--- config.mk ---
export PLATFORM = sky130hd
export DESIGN_NAME = fit_policy_heap_allocator_unit
export DESIGN_NICKNAME = d
export VERILOG_FILES = /design/src/rtl/fpha_pkg.sv /design/src/rtl/fit_policy_heap_allocator_unit.sv /design/src/rtl/fpha_ram.sv /design/src/rtl/fpha_ctrl.sv /design/src/rtl/fpha_dp.sv
export SDC_FILE = /design/constraint.sdc
export NUM_CORES = 2
export LEC_CHECK = 0
export ABC_AREA = 1
export BUFFER_PORTS_ARGS = -buffer_cell sky130_fd_sc_hd__buf_2
export CAP_MARGIN = 20
export CORE_ASPECT_RATIO = 1.75
export CORE_MARGIN = 5
export CORE_UTILIZATION = 35
export CTS_CLUSTER_DIAMETER = 120
export CTS_CLUSTER_SIZE = 40
export DETAILED_ROUTE_END_ITERATION = 10
export SETUP_SLACK_MARGIN = 0.15
export SLEW_MARGIN = 20
export SYNTH_ARGS = -nofsm -noshare
export SYNTH_HDL_FRONTEND = slang
export SYNTH_SLANG_ARGS = --single-unit
--- constraint.sdc ---
create_clock -name clk -period 7.93 [get_ports clk]
set_clock_uncertainty 0.15 [all_clocks]
set_input_delay 0 -clock clk [delete_from_list [all_inputs] [get_ports clk]]
set_output_delay 0 -clock clk [all_outputs]
set_load 0.005 [all_outputs]
--- src/rtl/fpha_pkg.sv ---
`default_nettype none
// ----------------------------------------------------------------------------
// Fit-policy heap allocator package
// Shared constants, codes, command type and datapath status structure.
// ----------------------------------------------------------------------------
package fpha_pkg;

  localparam int PAGE_BYTES   = 4096;
  localparam int HEADER_BYTES = 24;
  localparam int MAX_PAGES    = 16;
  localparam int MAX_SEGMENTS = 64;

  localparam int IDX_W  = $clog2(MAX_SEGMENTS);
  localparam int LINK_W = IDX_W + 1;
  localparam int PG_W   = $clog2(MAX_PAGES + 1);
  localparam int SP_W   = $clog2(MAX_SEGMENTS + 1);

  localparam logic [LINK_W-1:0] NIL         = LINK_W'(MAX_SEGMENTS);
  localparam logic [15:0]       MAX_PAYLOAD = 16'(PAGE_BYTES - HEADER_BYTES);

  localparam logic [1:0] OP_ALLOC  = 2'd0;
  localparam logic [1:0] OP_FREE   = 2'd1;
  localparam logic [1:0] OP_RESIZE = 2'd2;

  localparam logic [1:0] FIT_BEST  = 2'd0;
  localparam logic [1:0] FIT_WORST = 2'd1;

  localparam logic [1:0] STAT_OK      = 2'd0;
  localparam logic [1:0] STAT_OOM     = 2'd1;
  localparam logic [1:0] STAT_UNKNOWN = 2'd2;

  typedef enum logic [4:0] {
    CMD_NOP,
    CMD_LATCH,
    CMD_RD_HEAD,
    CMD_PAGE_NEW,
    CMD_TAIL_STEP,
    CMD_FIT_STEP,
    CMD_GRANT,
    CMD_SPLIT_NEW,
    CMD_SPLIT_FIX,
    CMD_BLK_T,
    CMD_LOOK_STEP,
    CMD_RD_NEXT,
    CMD_GROW,
    CMD_MOVED,
    CMD_FREE_I,
    CMD_MERGE_A,
    CMD_MERGE_B,
    CMD_SET_OOM,
    CMD_SET_UNK,
    CMD_RD_BLK,
    CMD_CAP_OFF,
    CMD_OUT_LOAD
  } cmd_t;

  typedef struct packed {
    logic head_nil;
    logic alloc_req;
    logic op_free;
    logic op_resize;
    logic present;
    logic size_zero;
    logic size_big;
    logic is_resize;
    logic page_ok;
    logic link_end;
    logic fit_end;
    logic pick_nil;
    logic look_hit;
    logic fits_inplace;
    logic grow_ok;
    logic split_ok;
    logic blk_nil;
    logic out_free;
  } dp_sts_t;

endpackage
`default_nettype wire

--- src/rtl/fit_policy_heap_allocator_unit.sv ---
`default_nettype none
// ----------------------------------------------------------------------------
// Fit-policy heap allocator
// Best, worst or first fit allocator over an address-ordered segment table.
// ----------------------------------------------------------------------------
// One request is processed at a time; each list step uses the shared
// segment table read port.
// A finished result waits in the output register while the next request
// is accepted; a held result stalls only the load of the next one.
// Synchronous active-low reset empties the heap at once.
module fit_policy_heap_allocator_unit
  import fpha_pkg::*;
(
  input  wire logic        clk,
  input  wire logic        rst_n,
  input  wire logic        in_valid,
  output logic             in_ready,
  input  wire logic [1:0]  in_opcode,
  input  wire logic [15:0] in_request_size,
  input  wire logic        in_block_present,
  input  wire logic [15:0] in_block_offset,
  output logic             out_valid,
  input  wire logic        out_ready,
  output logic             out_result_present,
  output logic [15:0]      out_result_offset,
  output logic [1:0]       out_status,
  output logic             out_moved,
  output logic [15:0]      out_copy_bytes,
  input  wire logic        cfg_wr_en,
  input  wire logic [1:0]  cfg_wr_data
);

  cmd_t    cmd;
  dp_sts_t sts;

  fpha_ctrl u_ctrl (
    .clk      (clk),
    .rst_n    (rst_n),
    .in_valid (in_valid),
    .in_ready (in_ready),
    .cmd      (cmd),
    .sts      (sts)
  );

  fpha_dp u_dp (
    .clk                (clk),
    .rst_n              (rst_n),
    .cmd                (cmd),
    .sts                (sts),
    .in_opcode          (in_opcode),
    .in_request_size    (in_request_size),
    .in_block_present   (in_block_present),
    .in_block_offset    (in_block_offset),
    .cfg_wr_en          (cfg_wr_en),
    .cfg_wr_data        (cfg_wr_data),
    .out_ready          (out_ready),
    .out_valid          (out_valid),
    .out_result_present (out_result_present),
    .out_result_offset  (out_result_offset),
    .out_status         (out_status),
    .out_moved          (out_moved),
    .out_copy_bytes     (out_copy_bytes)
  );

endmodule
`default_nettype wire

--- src/rtl/fpha_ram.sv ---
`default_nettype none
// ----------------------------------------------------------------------------
// Generic RAM
// One write port and one read port with registered read data.
// ----------------------------------------------------------------------------
module fpha_ram #(
  parameter int WIDTH = 8,
  parameter int DEPTH = 64
) (
  input  wire logic                     clk,
  input  wire logic                     we,
  input  wire logic [$clog2(DEPTH)-1:0] waddr,
  input  wire logic [WIDTH-1:0]         wdata,
  input  wire logic [$clog2(DEPTH)-1:0] raddr,
  output logic      [WIDTH-1:0]         rdata
);

  logic [WIDTH-1:0] mem [DEPTH];

  always_ff @(posedge clk) begin
    if (we) begin
      mem[waddr] <= wdata;
    end
    rdata <= mem[raddr];
  end

endmodule
`default_nettype wire

--- src/rtl/fpha_ctrl.sv ---
`default_nettype none
// ----------------------------------------------------------------------------
// Allocator controller
// Sequences list walks, page appends, splits and merges by issuing commands.
// ----------------------------------------------------------------------------
module fpha_ctrl
  import fpha_pkg::*;
(
  input  wire logic    clk,
  input  wire logic    rst_n,
  input  wire logic    in_valid,
  output logic         in_ready,
  output cmd_t         cmd,
  input  wire dp_sts_t sts
);

  typedef enum logic [20:0] {
    S_IDLE = 21'h000001,
    S_DEC  = 21'h000002,
    S_PAGE = 21'h000004,
    S_TAIL = 21'h000008,
    S_FITH = 21'h000010,
    S_FIT  = 21'h000020,
    S_FITE = 21'h000040,
    S_SPLA = 21'h000080,
    S_SPLB = 21'h000100,
    S_POST = 21'h000200,
    S_LKH  = 21'h000400,
    S_LK   = 21'h000800,
    S_FREE = 21'h001000,
    S_RZ   = 21'h002000,
    S_RZN  = 21'h004000,
    S_MGH  = 21'h008000,
    S_MGA  = 21'h010000,
    S_MGB  = 21'h020000,
    S_FIN  = 21'h040000,
    S_FINR = 21'h080000,
    S_OUT  = 21'h100000
  } state_t;

  state_t state_r, state_nxt;
  logic   retry_r, retry_nxt;
  logic   inplace_r, inplace_nxt;
  logic   split_r, split_nxt;

  always_ff @(posedge clk) begin
    if (!rst_n) begin
      state_r   <= S_IDLE;
      retry_r   <= 1'b0;
      inplace_r <= 1'b0;
      split_r   <= 1'b0;
    end else begin
      state_r   <= state_nxt;
      retry_r   <= retry_nxt;
      inplace_r <= inplace_nxt;
      split_r   <= split_nxt;
    end
  end

  always_comb begin
    state_nxt   = state_r;
    retry_nxt   = retry_r;
    inplace_nxt = inplace_r;
    split_nxt   = split_r;
    cmd         = CMD_NOP;
    in_ready    = 1'b0;
    case (state_r)
      S_IDLE: begin
        in_ready = 1'b1;
        if (in_valid) begin
          cmd       = CMD_LATCH;
          state_nxt = S_DEC;
        end
      end
      S_DEC: begin
        retry_nxt   = 1'b0;
        inplace_nxt = 1'b0;
        split_nxt   = 1'b0;
        if (sts.alloc_req) begin
          if (sts.size_zero) begin
            state_nxt = S_FIN;
          end else if (sts.head_nil) begin
            state_nxt = S_PAGE;
          end else begin
            state_nxt = S_FITH;
          end
        end else if ((sts.op_free || sts.op_resize) && sts.present) begin
          state_nxt = S_LKH;
        end else begin
          state_nxt = S_FIN;
        end
      end
      S_PAGE: begin
        if (sts.page_ok) begin
          cmd       = CMD_PAGE_NEW;
          state_nxt = sts.head_nil ? S_FITH : S_TAIL;
        end else begin
          cmd       = CMD_SET_OOM;
          state_nxt = S_FIN;
        end
      end
      S_TAIL: begin
        cmd = CMD_TAIL_STEP;
        if (sts.link_end) begin
          state_nxt = S_FITH;
        end
      end
      S_FITH: begin
        cmd       = CMD_RD_HEAD;
        state_nxt = S_FIT;
      end
      S_FIT: begin
        cmd = CMD_FIT_STEP;
        if (sts.fit_end) begin
          state_nxt = S_FITE;
        end
      end
      S_FITE: begin
        if (!sts.pick_nil) begin
          cmd       = CMD_GRANT;
          state_nxt = S_SPLA;
        end else if (retry_r || sts.size_big) begin
          cmd       = CMD_SET_OOM;
          state_nxt = S_FIN;
        end else begin
          retry_nxt = 1'b1;
          state_nxt = S_PAGE;
        end
      end
      S_SPLA: begin
        if (sts.split_ok) begin
          cmd       = CMD_SPLIT_NEW;
          state_nxt = S_SPLB;
        end else begin
          state_nxt = S_POST;
        end
      end
      S_SPLB: begin
        cmd       = CMD_SPLIT_FIX;
        split_nxt = 1'b1;
        state_nxt = S_POST;
      end
      S_POST: begin
        if (inplace_r) begin
          state_nxt = split_r ? S_MGH : S_FIN;
        end else if (sts.is_resize) begin
          cmd       = CMD_MOVED;
          state_nxt = S_FREE;
        end else begin
          state_nxt = S_FIN;
        end
      end
      S_LKH: begin
        if (sts.head_nil) begin
          cmd       = CMD_SET_UNK;
          state_nxt = S_FIN;
        end else begin
          cmd       = CMD_RD_HEAD;
          state_nxt = S_LK;
        end
      end
      S_LK: begin
        cmd = CMD_LOOK_STEP;
        if (sts.look_hit) begin
          state_nxt = sts.is_resize ? S_RZ : S_FREE;
        end else if (sts.link_end) begin
          state_nxt = S_FIN;
        end
      end
      S_FREE: begin
        cmd       = CMD_FREE_I;
        state_nxt = S_MGH;
      end
      S_RZ: begin
        if (sts.fits_inplace) begin
          cmd         = CMD_BLK_T;
          inplace_nxt = 1'b1;
          state_nxt   = S_SPLA;
        end else begin
          cmd       = CMD_RD_NEXT;
          state_nxt = S_RZN;
        end
      end
      S_RZN: begin
        if (sts.grow_ok) begin
          cmd         = CMD_GROW;
          inplace_nxt = 1'b1;
          state_nxt   = S_SPLA;
        end else begin
          state_nxt = S_FITH;
        end
      end
      S_MGH: begin
        cmd       = CMD_RD_HEAD;
        state_nxt = S_MGA;
      end
      S_MGA: begin
        cmd       = CMD_MERGE_A;
        state_nxt = sts.link_end ? S_FIN : S_MGB;
      end
      S_MGB: begin
        cmd = CMD_MERGE_B;
        if (sts.link_end) begin
          state_nxt = S_FIN;
        end
      end
      S_FIN: begin
        if (sts.blk_nil) begin
          state_nxt = S_OUT;
        end else begin
          cmd       = CMD_RD_BLK;
          state_nxt = S_FINR;
        end
      end
      S_FINR: begin
        cmd       = CMD_CAP_OFF;
        state_nxt = S_OUT;
      end
      S_OUT: begin
        if (sts.out_free) begin
          cmd       = CMD_OUT_LOAD;
          state_nxt = S_IDLE;
        end
      end
      default: begin
        state_nxt = S_IDLE;
      end
    endcase
  end

endmodule
`default_nettype wire

--- src/rtl/fpha_dp.sv ---
`default_nettype none
// ----------------------------------------------------------------------------
// Allocator datapath
// Segment table memories, list registers, entry pool and result register.
// ----------------------------------------------------------------------------
module fpha_dp
  import fpha_pkg::*;
(
  input  wire logic        clk,
  input  wire logic        rst_n,
  input  wire cmd_t        cmd,
  output dp_sts_t          sts,
  input  wire logic [1:0]  in_opcode,
  input  wire logic [15:0] in_request_size,
  input  wire logic        in_block_present,
  input  wire logic [15:0] in_block_offset,
  input  wire logic        cfg_wr_en,
  input  wire logic [1:0]  cfg_wr_data,
  input  wire logic        out_ready,
  output logic             out_valid,
  output logic             out_result_present,
  output logic [15:0]      out_result_offset,
  output logic [1:0]       out_status,
  output logic             out_moved,
  output logic [15:0]      out_copy_bytes
);

  logic [1:0]          fit_mode_r;
  logic [1:0]          op_r;
  logic [15:0]         s_r;
  logic                present_r;
  logic [15:0]         off_r;
  logic [LINK_W-1:0]   head_r;
  logic [SP_W-1:0]     spare_r;
  logic [PG_W-1:0]     pages_r;
  logic [MAX_SEGMENTS-1:0] busy_r;
  logic [LINK_W-1:0]   cur_r;
  logic [LINK_W-1:0]   pick_r;
  logic [15:0]         pick_len_r;
  logic [15:0]         pick_start_r;
  logic [LINK_W-1:0]   pick_link_r;
  logic [IDX_W-1:0]    t_idx_r;
  logic [15:0]         t_start_r;
  logic [15:0]         t_len_r;
  logic                t_taken_r;
  logic [LINK_W-1:0]   t_link_r;
  logic [IDX_W-1:0]    i_r;
  logic [15:0]         orig_r;
  logic [IDX_W-1:0]    k_r;
  logic [LINK_W-1:0]   blk_r;
  logic [1:0]          stat_r;
  logic                moved_r;
  logic [15:0]         copy_r;
  logic [15:0]         res_off_r;
  logic                out_valid_r;

  logic [15:0]       rd_start;
  logic [15:0]       rd_len;
  logic [0:0]        rd_taken;
  logic [LINK_W-1:0] rd_link;
  logic [IDX_W-1:0]  raddr;
  logic [IDX_W-1:0]  waddr;
  logic              we_start, we_len, we_taken, we_link;
  logic [15:0]       wd_start, wd_len;
  logic [0:0]        wd_taken;
  logic [LINK_W-1:0] wd_link;

  logic [IDX_W-1:0]  free_idx;
  logic              cand, better, first_mode, merge_now;
  logic [15:0]       merge_len, grow_len, page_base;
  logic [17:0]       grow_sum;
  logic              out_load;

  fpha_ram #(.WIDTH(16), .DEPTH(MAX_SEGMENTS)) u_start (
    .clk(clk), .we(we_start), .waddr(waddr), .wdata(wd_start),
    .raddr(raddr), .rdata(rd_start)
  );
  fpha_ram #(.WIDTH(16), .DEPTH(MAX_SEGMENTS)) u_len (
    .clk(clk), .we(we_len), .waddr(waddr), .wdata(wd_len),
    .raddr(raddr), .rdata(rd_len)
  );
  fpha_ram #(.WIDTH(1), .DEPTH(MAX_SEGMENTS)) u_taken (
    .clk(clk), .we(we_taken), .waddr(waddr), .wdata(wd_taken),
    .raddr(raddr), .rdata(rd_taken)
  );
  fpha_ram #(.WIDTH(LINK_W), .DEPTH(MAX_SEGMENTS)) u_link (
    .clk(clk), .we(we_link), .waddr(waddr), .wdata(wd_link),
    .raddr(raddr), .rdata(rd_link)
  );

  always_comb begin
    free_idx = '0;
    for (int j = MAX_SEGMENTS - 1; j >= 0; j--) begin
      if (!busy_r[j]) begin
        free_idx = IDX_W'(j);
      end
    end
  end

  assign cand       = !rd_taken[0] && (rd_len >= s_r);
  assign first_mode = (fit_mode_r != FIT_BEST) && (fit_mode_r != FIT_WORST);

  always_comb begin
    case (fit_mode_r)
      FIT_BEST:  better = (pick_r == NIL) || (rd_len < pick_len_r);
      FIT_WORST: better = (pick_r == NIL) || (rd_len > pick_len_r);
      default:   better = (pick_r == NIL);
    endcase
  end

  assign merge_now = !t_taken_r && !rd_taken[0];
  assign merge_len = 16'(32'(t_len_r) + 32'(rd_len) + HEADER_BYTES);
  assign grow_sum  = 18'(orig_r) + 18'(rd_len) + 18'(HEADER_BYTES);
  assign grow_len  = grow_sum[15:0];
  assign page_base = 16'(32'(pages_r) * PAGE_BYTES);
  assign out_load  = (cmd == CMD_OUT_LOAD);

  always_comb begin
    sts.head_nil     = (head_r == NIL);
    sts.alloc_req    = (op_r == OP_ALLOC) || ((op_r == OP_RESIZE) && !present_r);
    sts.op_free      = (op_r == OP_FREE);
    sts.op_resize    = (op_r == OP_RESIZE);
    sts.present      = present_r;
    sts.size_zero    = (s_r == '0);
    sts.size_big     = (s_r > MAX_PAYLOAD);
    sts.is_resize    = (op_r == OP_RESIZE) && present_r && (s_r != '0);
    sts.page_ok      = (pages_r < PG_W'(MAX_PAGES)) && (spare_r != '0);
    sts.link_end     = (rd_link == NIL);
    sts.fit_end      = (rd_link == NIL) || (first_mode && cand);
    sts.pick_nil     = (pick_r == NIL);
    sts.look_hit     = (17'(rd_start) + 17'(HEADER_BYTES)) == 17'(off_r);
    sts.fits_inplace = (s_r <= orig_r);
    sts.grow_ok      = (t_link_r != NIL) && !rd_taken[0] && (grow_sum >= 18'(s_r));
    sts.split_ok     = (17'(t_len_r) > (17'(s_r) + 17'(HEADER_BYTES))) && (spare_r != '0);
    sts.blk_nil      = (blk_r == NIL);
    sts.out_free     = !out_valid_r || out_ready;
  end

  always_comb begin
    case (cmd)
      CMD_RD_HEAD, CMD_PAGE_NEW: raddr = head_r[IDX_W-1:0];
      CMD_FIT_STEP, CMD_TAIL_STEP, CMD_LOOK_STEP,
      CMD_MERGE_A, CMD_MERGE_B:  raddr = rd_link[IDX_W-1:0];
      CMD_RD_NEXT:               raddr = t_link_r[IDX_W-1:0];
      CMD_RD_BLK:                raddr = blk_r[IDX_W-1:0];
      default:                   raddr = cur_r[IDX_W-1:0];
    endcase
  end

  always_comb begin
    waddr    = t_idx_r;
    we_start = 1'b0;
    we_len   = 1'b0;
    we_taken = 1'b0;
    we_link  = 1'b0;
    wd_start = page_base;
    wd_len   = s_r;
    wd_taken = 1'b0;
    wd_link  = {1'b0, k_r};
    case (cmd)
      CMD_PAGE_NEW: begin
        waddr    = free_idx;
        we_start = 1'b1;
        we_len   = 1'b1;
        we_taken = 1'b1;
        we_link  = 1'b1;
        wd_len   = MAX_PAYLOAD;
        wd_link  = NIL;
      end
      CMD_TAIL_STEP: begin
        waddr   = cur_r[IDX_W-1:0];
        we_link = (rd_link == NIL);
      end
      CMD_GRANT: begin
        waddr    = pick_r[IDX_W-1:0];
        we_taken = 1'b1;
        wd_taken = 1'b1;
      end
      CMD_SPLIT_NEW: begin
        waddr    = free_idx;
        we_start = 1'b1;
        we_len   = 1'b1;
        we_taken = 1'b1;
        we_link  = 1'b1;
        wd_start = 16'(32'(t_start_r) + HEADER_BYTES + 32'(s_r));
        wd_len   = 16'(32'(t_len_r) - 32'(s_r) - HEADER_BYTES);
        wd_link  = t_link_r;
      end
      CMD_SPLIT_FIX: begin
        we_len  = 1'b1;
        we_link = 1'b1;
      end
      CMD_GROW: begin
        we_len  = 1'b1;
        we_link = 1'b1;
        wd_len  = grow_len;
        wd_link = rd_link;
      end
      CMD_FREE_I: begin
        waddr    = i_r;
        we_taken = 1'b1;
      end
      CMD_MERGE_B: begin
        we_len  = merge_now;
        we_link = merge_now;
        wd_len  = merge_len;
        wd_link = rd_link;
      end
      default: begin
        waddr = t_idx_r;
      end
    endcase
  end

  always_ff @(posedge clk) begin
    if (!rst_n) begin
      fit_mode_r  <= FIT_BEST;
      head_r      <= NIL;
      spare_r     <= SP_W'(MAX_SEGMENTS);
      pages_r     <= '0;
      busy_r      <= '0;
      out_valid_r <= 1'b0;
    end else begin
      if (cfg_wr_en) begin
        fit_mode_r <= cfg_wr_data;
      end
      if (out_load) begin
        out_valid_r <= 1'b1;
      end else if (out_ready) begin
        out_valid_r <= 1'b0;
      end
      case (cmd)
        CMD_PAGE_NEW: begin
          busy_r[free_idx] <= 1'b1;
          spare_r          <= spare_r - 1'b1;
          if (head_r == NIL) begin
            head_r  <= {1'b0, free_idx};
            pages_r <= pages_r + 1'b1;
          end
        end
        CMD_TAIL_STEP: begin
          if (rd_link == NIL) begin
            pages_r <= pages_r + 1'b1;
          end
        end
        CMD_SPLIT_NEW: begin
          busy_r[free_idx] <= 1'b1;
          spare_r          <= spare_r - 1'b1;
        end
        CMD_GROW: begin
          busy_r[t_link_r[IDX_W-1:0]] <= 1'b0;
          spare_r                     <= spare_r + 1'b1;
        end
        CMD_MERGE_B: begin
          if (merge_now) begin
            busy_r[t_link_r[IDX_W-1:0]] <= 1'b0;
            spare_r                     <= spare_r + 1'b1;
          end
        end
        default: begin
          spare_r <= spare_r;
        end
      endcase
    end
  end

  always_ff @(posedge clk) begin
    case (cmd)
      CMD_LATCH: begin
        op_r      <= in_opcode;
        s_r       <= in_request_size;
        present_r <= in_block_present;
        off_r     <= in_block_offset;
        blk_r     <= NIL;
        stat_r    <= STAT_OK;
        moved_r   <= 1'b0;
        copy_r    <= '0;
      end
      CMD_RD_HEAD: begin
        cur_r  <= head_r;
        pick_r <= NIL;
      end
      CMD_PAGE_NEW: begin
        k_r   <= free_idx;
        cur_r <= head_r;
      end
      CMD_TAIL_STEP: begin
        cur_r <= rd_link;
      end
      CMD_FIT_STEP: begin
        if (cand && better) begin
          pick_r       <= cur_r;
          pick_len_r   <= rd_len;
          pick_start_r <= rd_start;
          pick_link_r  <= rd_link;
        end
        cur_r <= rd_link;
      end
      CMD_GRANT: begin
        blk_r     <= pick_r;
        t_idx_r   <= pick_r[IDX_W-1:0];
        t_start_r <= pick_start_r;
        t_len_r   <= pick_len_r;
        t_link_r  <= pick_link_r;
      end
      CMD_SPLIT_NEW: begin
        k_r <= free_idx;
      end
      CMD_BLK_T: begin
        blk_r <= {1'b0, t_idx_r};
      end
      CMD_LOOK_STEP: begin
        if (sts.look_hit) begin
          i_r       <= cur_r[IDX_W-1:0];
          orig_r    <= rd_len;
          t_idx_r   <= cur_r[IDX_W-1:0];
          t_start_r <= rd_start;
          t_len_r   <= rd_len;
          t_link_r  <= rd_link;
        end else if (rd_link == NIL) begin
          stat_r <= STAT_UNKNOWN;
        end else begin
          cur_r <= rd_link;
        end
      end
      CMD_GROW: begin
        t_len_r  <= grow_len;
        t_link_r <= rd_link;
        blk_r    <= {1'b0, t_idx_r};
      end
      CMD_MOVED: begin
        moved_r <= 1'b1;
        copy_r  <= orig_r;
      end
      CMD_MERGE_A: begin
        t_idx_r   <= cur_r[IDX_W-1:0];
        t_len_r   <= rd_len;
        t_taken_r <= rd_taken[0];
        t_link_r  <= rd_link;
      end
      CMD_MERGE_B: begin
        if (merge_now) begin
          t_len_r  <= merge_len;
          t_link_r <= rd_link;
        end else begin
          t_idx_r   <= t_link_r[IDX_W-1:0];
          t_len_r   <= rd_len;
          t_taken_r <= rd_taken[0];
          t_link_r  <= rd_link;
        end
      end
      CMD_SET_OOM: begin
        stat_r <= STAT_OOM;
      end
      CMD_SET_UNK: begin
        stat_r <= STAT_UNKNOWN;
      end
      CMD_CAP_OFF: begin
        res_off_r <= 16'(32'(rd_start) + HEADER_BYTES);
      end
      CMD_OUT_LOAD: begin
        out_result_present <= (blk_r != NIL);
        out_result_offset  <= (blk_r != NIL) ? res_off_r : '0;
        out_status         <= stat_r;
        out_moved          <= moved_r;
        out_copy_bytes     <= copy_r;
      end
      default: begin
        cur_r <= cur_r;
      end
    endcase
  end

  assign out_valid = out_valid_r;

  a_pool_count: assert property (@(posedge clk) disable iff (!rst_n)
    ($countones(busy_r) + int'(spare_r)) == MAX_SEGMENTS)
    else $error("entry pool count disagrees with busy bits");

  a_pages_bound: assert property (@(posedge clk) disable iff (!rst_n)
    pages_r <= PG_W'(MAX_PAGES))
    else $error("page count beyond limit");

  a_empty_heap: assert property (@(posedge clk) disable iff (!rst_n)
    (head_r == NIL) |-> ((pages_r == '0) && (busy_r == '0)))
    else $error("empty list while pages or entries are in use");

  a_load_slot: assert property (@(posedge clk) disable iff (!rst_n)
    out_load |=> out_valid_r)
    else $error("result transaction lost after load");

endmodule
`default_nettype wire
==> Word-level counts from Yosys, hierarchy flattened <==
Memories as Yosys holds them, arrays and structs flattened. A register that Yosys moved wholly into a read port is not among the register bits.
Index checks and enable logic that the tools add are counted.
{ "op_classes": {"n_mux": 165, "bitwise": 3, "eq_ne": 70, "n_reduce_logical": 74, "order_cmp": 12, "n_addsub": 14} }
{ "ops": {"columns": ["op", "count"], "rows": [
  ["21-bit one-hot mux with 21 select lines", 1],
  ["6-bit 2-to-1 mux", 66],
  ["21-bit 2-to-1 mux", 12],
  ["64-bit one-hot mux with 3 select lines", 1],
  ["19-bit 2-to-1 mux", 6],
  ["7-bit one-hot mux with 3 select lines", 5],
  ["5-bit one-hot mux with 19 select lines", 1],
  ["16-bit one-hot mux with 5 select lines", 1],
  ["6-bit one-hot mux with 4 select lines", 3],
  ["64-bit AND", 1],
  ["16-bit 2-to-1 mux", 4],
  ["64-bit 2-to-1 mux", 1],
  ["64-bit inverter", 1],
  ["64-bit bitwise OR", 1],
  ["16-bit one-hot mux with 2 select lines", 2],
  ["16-bit one-hot mux with 4 select lines", 1],
  ["5-bit 2-to-1 mux", 11],
  ["16-bit by 5-bit adder with 16-bit output (second input constant)", 3],
  ["5-bit by 4-bit equality test with 1-bit output (second input constant)", 8],
  ["7-bit 2-to-1 mux", 5],
  ["16-bit by 5-bit adder with 17-bit output (second input constant)", 2],
  ["16-bit adder", 2],
  ["5-bit equality test (second input constant)", 6],
  ["7-bit equality test (second input constant)", 4],
  ["79 further kinds", 190]
]} }
{ "totals": {"memories": 4, "word_cells": 379, "in_bits": 42, "reg_bits": 350, "mem_bits_rw": 2560, "output_inout_bits": 38} }
{ "mem_list": {"columns": ["name", "depth", "width", "rd", "rd_ports_with_merged_regs", "wr", "line_no", "text"], "rows": [
  ["u_dp.u_len.mem", 64, 16, 1, 1, 1, "fpha_ram.sv:18", "logic [WIDTH-1:0] mem [DEPTH];"],
  ["u_dp.u_start.mem", 64, 16, 1, 1, 1, "fpha_ram.sv:18", null],
  ["u_dp.u_link.mem", 64, 7, 1, 1, 1, "fpha_ram.sv:18", null],
  ["u_dp.u_taken.mem", 64, 1, 1, 1, 1, "fpha_ram.sv:18", null]
]} }

==> Logic depth before layout (Yosys ltp) <==
{ "depth": {"depth_word": 70, "ltp_mapped": 69} }

==> Hierarchy <==
From an unflattened synthesis, not the netlist that was laid out.
{ "hier_totals": {"cells_unflattened": 11623, "hier_area_um2": 127863.9} }
{ "modules_own_cells": {"columns": ["module", "instances", "area_per_inst_um2", "cells_each"], "rows": [
  ["fpha_ram at u_dp.u_len", 1, 42140.4, 3534],
  ["fpha_ram at u_dp.u_start", 1, 42099.1, 3517],
  ["fpha_dp", 1, 20288.2, 2393],
  ["fpha_ram at u_dp.u_link", 1, 18545.3, 1590],
  ["fpha_ram at u_dp.u_taken", 1, 3045.4, 314],
  ["fpha_ctrl", 1, 1745.4, 275]
]} }

==> Worst setup path after synthesis <==
No wires, ideal clock.
{ "synth_path": {"path_kind": "reg-to-reg", "from": "reg u_dp.orig_r[0]", "to": "mem u_dp.u_link.mem[0][6] (netlist bit) (data pin)", "slack_ns": 0.043, "required_ns": 7.077, "path_stages_with_launch": 34, "arrival_time_ns": 7.033, "period_less_slack_ns": 7.887, "n_path_buf": 1, "cell_sequence": "edfxtp_1 ha_1 fa_1 nand3_1 nand2_1 a21oi_2 o21ai_2 a21o_1 a21oi_2 nor2_1 nor2_1 nor2_1 nor2_2 inv_2 a21oi_1 o21bai_2 a21oi_2 o21bai_2 xor2_1 nand2_1 xnor2_1 inv_1 ha_1 nand2_1 nor3_1 a31oi_1 o2111ai_1 nand2_1 inv_2 nand2_2 buf_6 nand2_1 clkinv_1 o21ai_0"} }
{ "synth_via": {"elab_chain_len": 9} }
{ "synth_rtl": {"columns": ["element", "line_no", "text"], "rows": [
  ["from (decl)", "fpha_dp.sv:48", "logic [15:0] orig_r;"],
  ["from (signal assigned)", "fpha_dp.sv:315", "orig_r <= rd_len;"],
  ["16-bit by 16-bit adder with 17-bit output", "fpha_dp.sv:113", "assign grow_sum = 18'(orig_r) + 18'(rd_len) + 18'(HEADER_BYTES);"],
  ["18-bit by 5-bit adder with 18-bit output", "fpha_dp.sv:113", null],
  ["18-bit by 16-bit >= comparator with 1-bit output", "fpha_dp.sv:133", "sts.grow_ok = (t_link_r != NIL) && !rd_taken[0] && (grow_sum >= 18'(s_r));"],
  ["1-bit logical AND", "fpha_dp.sv:133", null],
  ["4-bit 2-to-1 mux", "fpha_ctrl.sv:185", "if (sts.grow_ok) begin"],
  ["5-bit one-hot mux with 19 select lines *", "fpha_ctrl.sv:67", "case (state_r)"],
  ["5-bit by 4-bit equality test with 1-bit output / 5-bit equality test (equally long branches)", "fpha_dp.sv:160", "case (cmd)"],
  ["2-bit OR reduction (no source line)", null, null],
  ["7-bit one-hot mux with 3 select lines *", "fpha_dp.sv:160", null],
  ["named net u_dp.u_link.wdata[6]", "fpha_ram.sv:13", "input wire logic [WIDTH-1:0] wdata,"],
  ["to (decl)", "fpha_ram.sv:18", null]
]} }
The timed path passes the listed nets; every way through them passes the cells marked *.

==> Final worst setup path <==
{ "layout_path": {"from": "reg u_dp.orig_r[0]", "to": "mem u_dp.u_len.mem[6][12] (enable)"} }
{ "layout_via": {"elab_chain_len": 11} }
{ "layout_rtl": {"columns": ["element", "line_no", "text"], "rows": [
  ["16-bit by 16-bit adder with 17-bit output", "fpha_dp.sv:113", null],
  ["18-bit by 5-bit adder with 18-bit output", "fpha_dp.sv:113", null],
  ["18-bit by 16-bit >= comparator with 1-bit output", "fpha_dp.sv:133", null],
  ["1-bit logical AND", "fpha_dp.sv:133", null],
  ["4-bit 2-to-1 mux", "fpha_ctrl.sv:185", null],
  ["5-bit one-hot mux with 19 select lines *", "fpha_ctrl.sv:67", null],
  ["5-bit by 4-bit equality test with 1-bit output (tied with other cells)", "fpha_dp.sv:160", null],
  ["4-bit OR reduction (no source line)", null, null],
  ["1-bit one-hot mux with 2 select lines", "fpha_dp.sv:160", null],
  ["1-bit 2-to-1 mux", "fpha_ram.sv:21", "if (we) begin"],
  ["1-bit 2-to-1 mux (not written as such)", "fpha_ram.sv:22", "mem[waddr] <= wdata;"],
  ["to (decl)", "fpha_ram.sv:18", null]
]} }
Mark *: on every way between the ends. The rest lies on a longest branch, timed or not.

==> results.tsv <==
metric	value	unit
outcome	completed	
Residual DRC	0	
ANT nets after route	0	
Max Fclk	132.0	MHz
die width	464.3	um
Clk Latency, worst-skew pair	0.85	ns
Crit Path Category	flop to flop	
Synth top area share	0.6652	
Vias	85530	
initial antenna violation count	2	
Die Span Y	805.0	um
Worst Reg-to-Reg Cells	46	
async set or reset register ratio after synthesis	0	
worst-path maximum fanout	16	
top routing layer used	met4	
minimum clock period	7.575	ns
number of synthesized register bits	2950	
endpoint of the worst-slack reg-to-reg timing path	u_dp.u_len.mem[6][12]$_DFFE_PP_	
Avg Synthesized Cell Area	12.04	um^2
Post-Syn Nets	10740	
Final period util	0.9552	
clock sink count	2950	
PnR worst setup slack	0.3553	ns
Least-Margin Pin Slew	1.178	ns
final hold vios	0	
cell area after synthesis	0.1264	mm^2
most used cell, CP	nor2_1	
Setup TNS	0	ns
DRT Pass-1 Iters	6	
R2R Path Start	u_dp.orig_r[0]$_DFFE_PP_	
Slew Limit Fails	0	
Worst Hold Launch	in_valid	
met3 WL	17800	um
initial core utilization	0.3505	
Root Buffer	clkbuf_16	
Placed Cells	15420	
top cells by area, synth	edfxtp_1 67%, nor2_1 5.1%, o211ai_1 4.8%	
Post-Synthesis Cells	10500	
CP max stage cell	edfxtp_1	
Congestion Overflow GR	0	
IO Pins	80	
Total GRT Usage	0.1982	
flop-to-flop setup slack	0.36	ns
DR WL met2	204200	um
# H-tree levels	3	
global-route wire length before repair	556700	um
most common cell after layout, fill and taps aside	edfxtp_1	
Met1 Routed Length	139400	um
Post-synth EDFFs	2800	
PwrDens	187.6	mW/mm^2
Max rail drop VDD	0.2367	mV
Max-cap violations	0	
vias in the first global route	83880	
Cell variety after synth	66	
worst endpoint required time	8.30	ns
RSZ-0062 raised after global routing	yes	
WL/cell	24.79	um
Setup-failing EPs final	0	
P&R area growth vs syn	13.80	%
Slowest Stage Delay on Critical Path	0.46	ns
slew margin rel.	0.2149	
Final Cell Area	0.1438	mm^2
Worst Path Arrival	7.95	ns
PortBufs	79	
type of origin of the critical path	flop	
Clk pin slew, worst setup/hold paths	0.16	ns
Inserted Clock Buffers	84	
DP Area	0.1392	mm^2
commonest cells after routing, fill and taps aside	2800 x edfxtp_1, 1622 x nor2_1, 899 x nand3_1	
Vias per Instance	5.448	
pre-CTS setup slack	-0.2052	ns
Top FF cell, synth	edfxtp_1	
Finished Layout Cells	15700	
pin count of the biggest net entering global routing	87	
cell taking the most area after synthesis	edfxtp_1	
total wire length	389100	um
CTS tree	done	
Final Wtd Congestion	0.9597	
Lkg Pwr	49.81	nW
share of cells above drive strength 1	0.1231	
synth warn	0	
HPWL Detailed	258800	um
core box area	0.3606	mm^2
WHS Path Cells	8	
Hold Crit Endpoint	u_ctrl.state_r[0]$_SDFFE_PN1P_	
CP Capture Type	flop	
maximum buffer depth of the clock tree	3	
final net count	11170	
HP Class	input pin to flop	
1st-iter DRT viols	8119	
Seq/Total Area, Yosys	0.6890	
die area	0.3737	mm^2
Site Rows	292	
[synthesized netlist by cell type (all sizes together), types with 2 or more instances]
cell,n
clkinv,5
a22oi,4
o2111ai,4
a221oi,9
nand3,948
ha,191
a21oi,292
edfxtp,2800
dfxtp,150
a32oi,2
and2,4
a31oi,7
a211oi,12
nand2,644
nor2,1728
o21ai,970
nor3b,3
a21o,7
o31ai,6
clkbuf,261
o221ai,24
o311ai,3
nand4,69
buf,373
xor2,62
nand3b,2
nor4,27
o211ai,811
fa,6
o22ai,8
xnor2,29
or2,439
inv,486
o21bai,22
a2111oi,2
o21a,7
a311oi,2
nor3,72
[final cells by class]
type	instances	area (um^2)
fill	33880	216800
sequential	2950	87080
multi-input combinational	6427	35440
timing repair buffer	977	11010
tap	4704	5886
clock buffer	139	2394
inverter	491	1894
clock inverter	6	110.1
timing repair inverter	1	11.26
antenna	2	5.005
[critical path: cells and delay by family, from the launching register on]
| family | cells | cell delay, ns |
|---|---|---|
| AOI/OAI and AO/OA | 12 | 1.82 |
| xor gates and xnor gates | 2 | 0.35 |
| adders and majority gates | 3 | 0.86 |
| buffers and inverters | 11 | 1.52 |
| DFF | 1 | 0.46 |
| and+or+nand+nor | 18 | 2.07 |
[routing by layer]
metal	up-vias	track usage
met2	2831	0.3683
met3	773	0.01416
met1	43070	0.2218
li1	38850	-
met4	0	0.1175
met5	-	0
[per-stage QoR]
step	total power [W]	hold WS [ns]	utilization
after global placement	0.02062	0.03149	0.3857
final	0.02699	0.1781	0.3989
after floorplan	0.01931	-0.05113	-
after global routing	0.02783	0.2117	0.3989
after detailed placement	0.02064	0.02811	0.3859
after CTS	0.02707	0.1206	0.3953
[power by group]
group / internal, W / switching, W
combinational: 0.000875 / 0.00200
clock: 0.00214 / 0.00444
sequential: 0.0174 / 0.000148
total: 0.0204 / 0.00659
[repair_timing]
item | in CTS | in global routing
hold buffers | 81 | 0
cloned | 0 | 17
endpoints found under the hold margin | 201 | 0
setup endpoints to repair | 115 | 2255
resized for setup | 16 | 109
buffers inserted | 0 | 33
pin swaps | 1 | 23
[worst max-delay path by stage]
| stage | cells past startpoint | to | slack (ns) | startpoint |
|---|---|---|---|---|
| global route | 44 | u_dp.u_link.mem[6][3]$_DFFE_PP_ | 0.07 | u_dp.orig_r[0]$_DFFE_PP_ |
| detailed placement | 47 | u_dp.u_len.rdata[1]$_DFF_P_ | -0.21 | u_dp.orig_r[0]$_DFFE_PP_ |
| CTS | 49 | u_dp.u_len.rdata[2]$_DFF_P_ | 0.16 | u_dp.orig_r[0]$_DFFE_PP_ |
| floorplan | 32 | u_dp.u_len.mem[0][11]$_DFFE_PP_ | 0.16 | u_dp.orig_r[0]$_DFFE_PP_ |
| finish | 46 | u_dp.u_len.mem[6][12]$_DFFE_PP_ | 0.36 | u_dp.orig_r[0]$_DFFE_PP_ |
| global placement | 47 | u_dp.u_len.rdata[1]$_DFF_P_ | -0.40 | u_dp.orig_r[0]$_DFFE_PP_ |
[state kept, by name, indices dropped and copies added, names as in the netlist, 21 cells and up]
signal            flops
u_dp.busy_r          64
u_dp.u_link.mem     448
u_dp.u_len.mem     1024
u_ctrl.state_r       21
u_dp.u_start.mem   1024
u_dp.u_taken.mem     64
[kinds of logic after synthesis]
group | after synthesis | synth area share
adder cells (fa/ha/maj) | 197 | 0.01986
AO/OA/AOI/OAI | 2197 | 0.1062
XOR/XNOR | 91 | 0.006306
buffers and inverters | 1125 | 0.04022
flip-flops | 2950 | 0.6890
AND/OR/NAND/NOR | 3940 | 0.1384
Note: power is estimated with default switching activity, not from simulation.
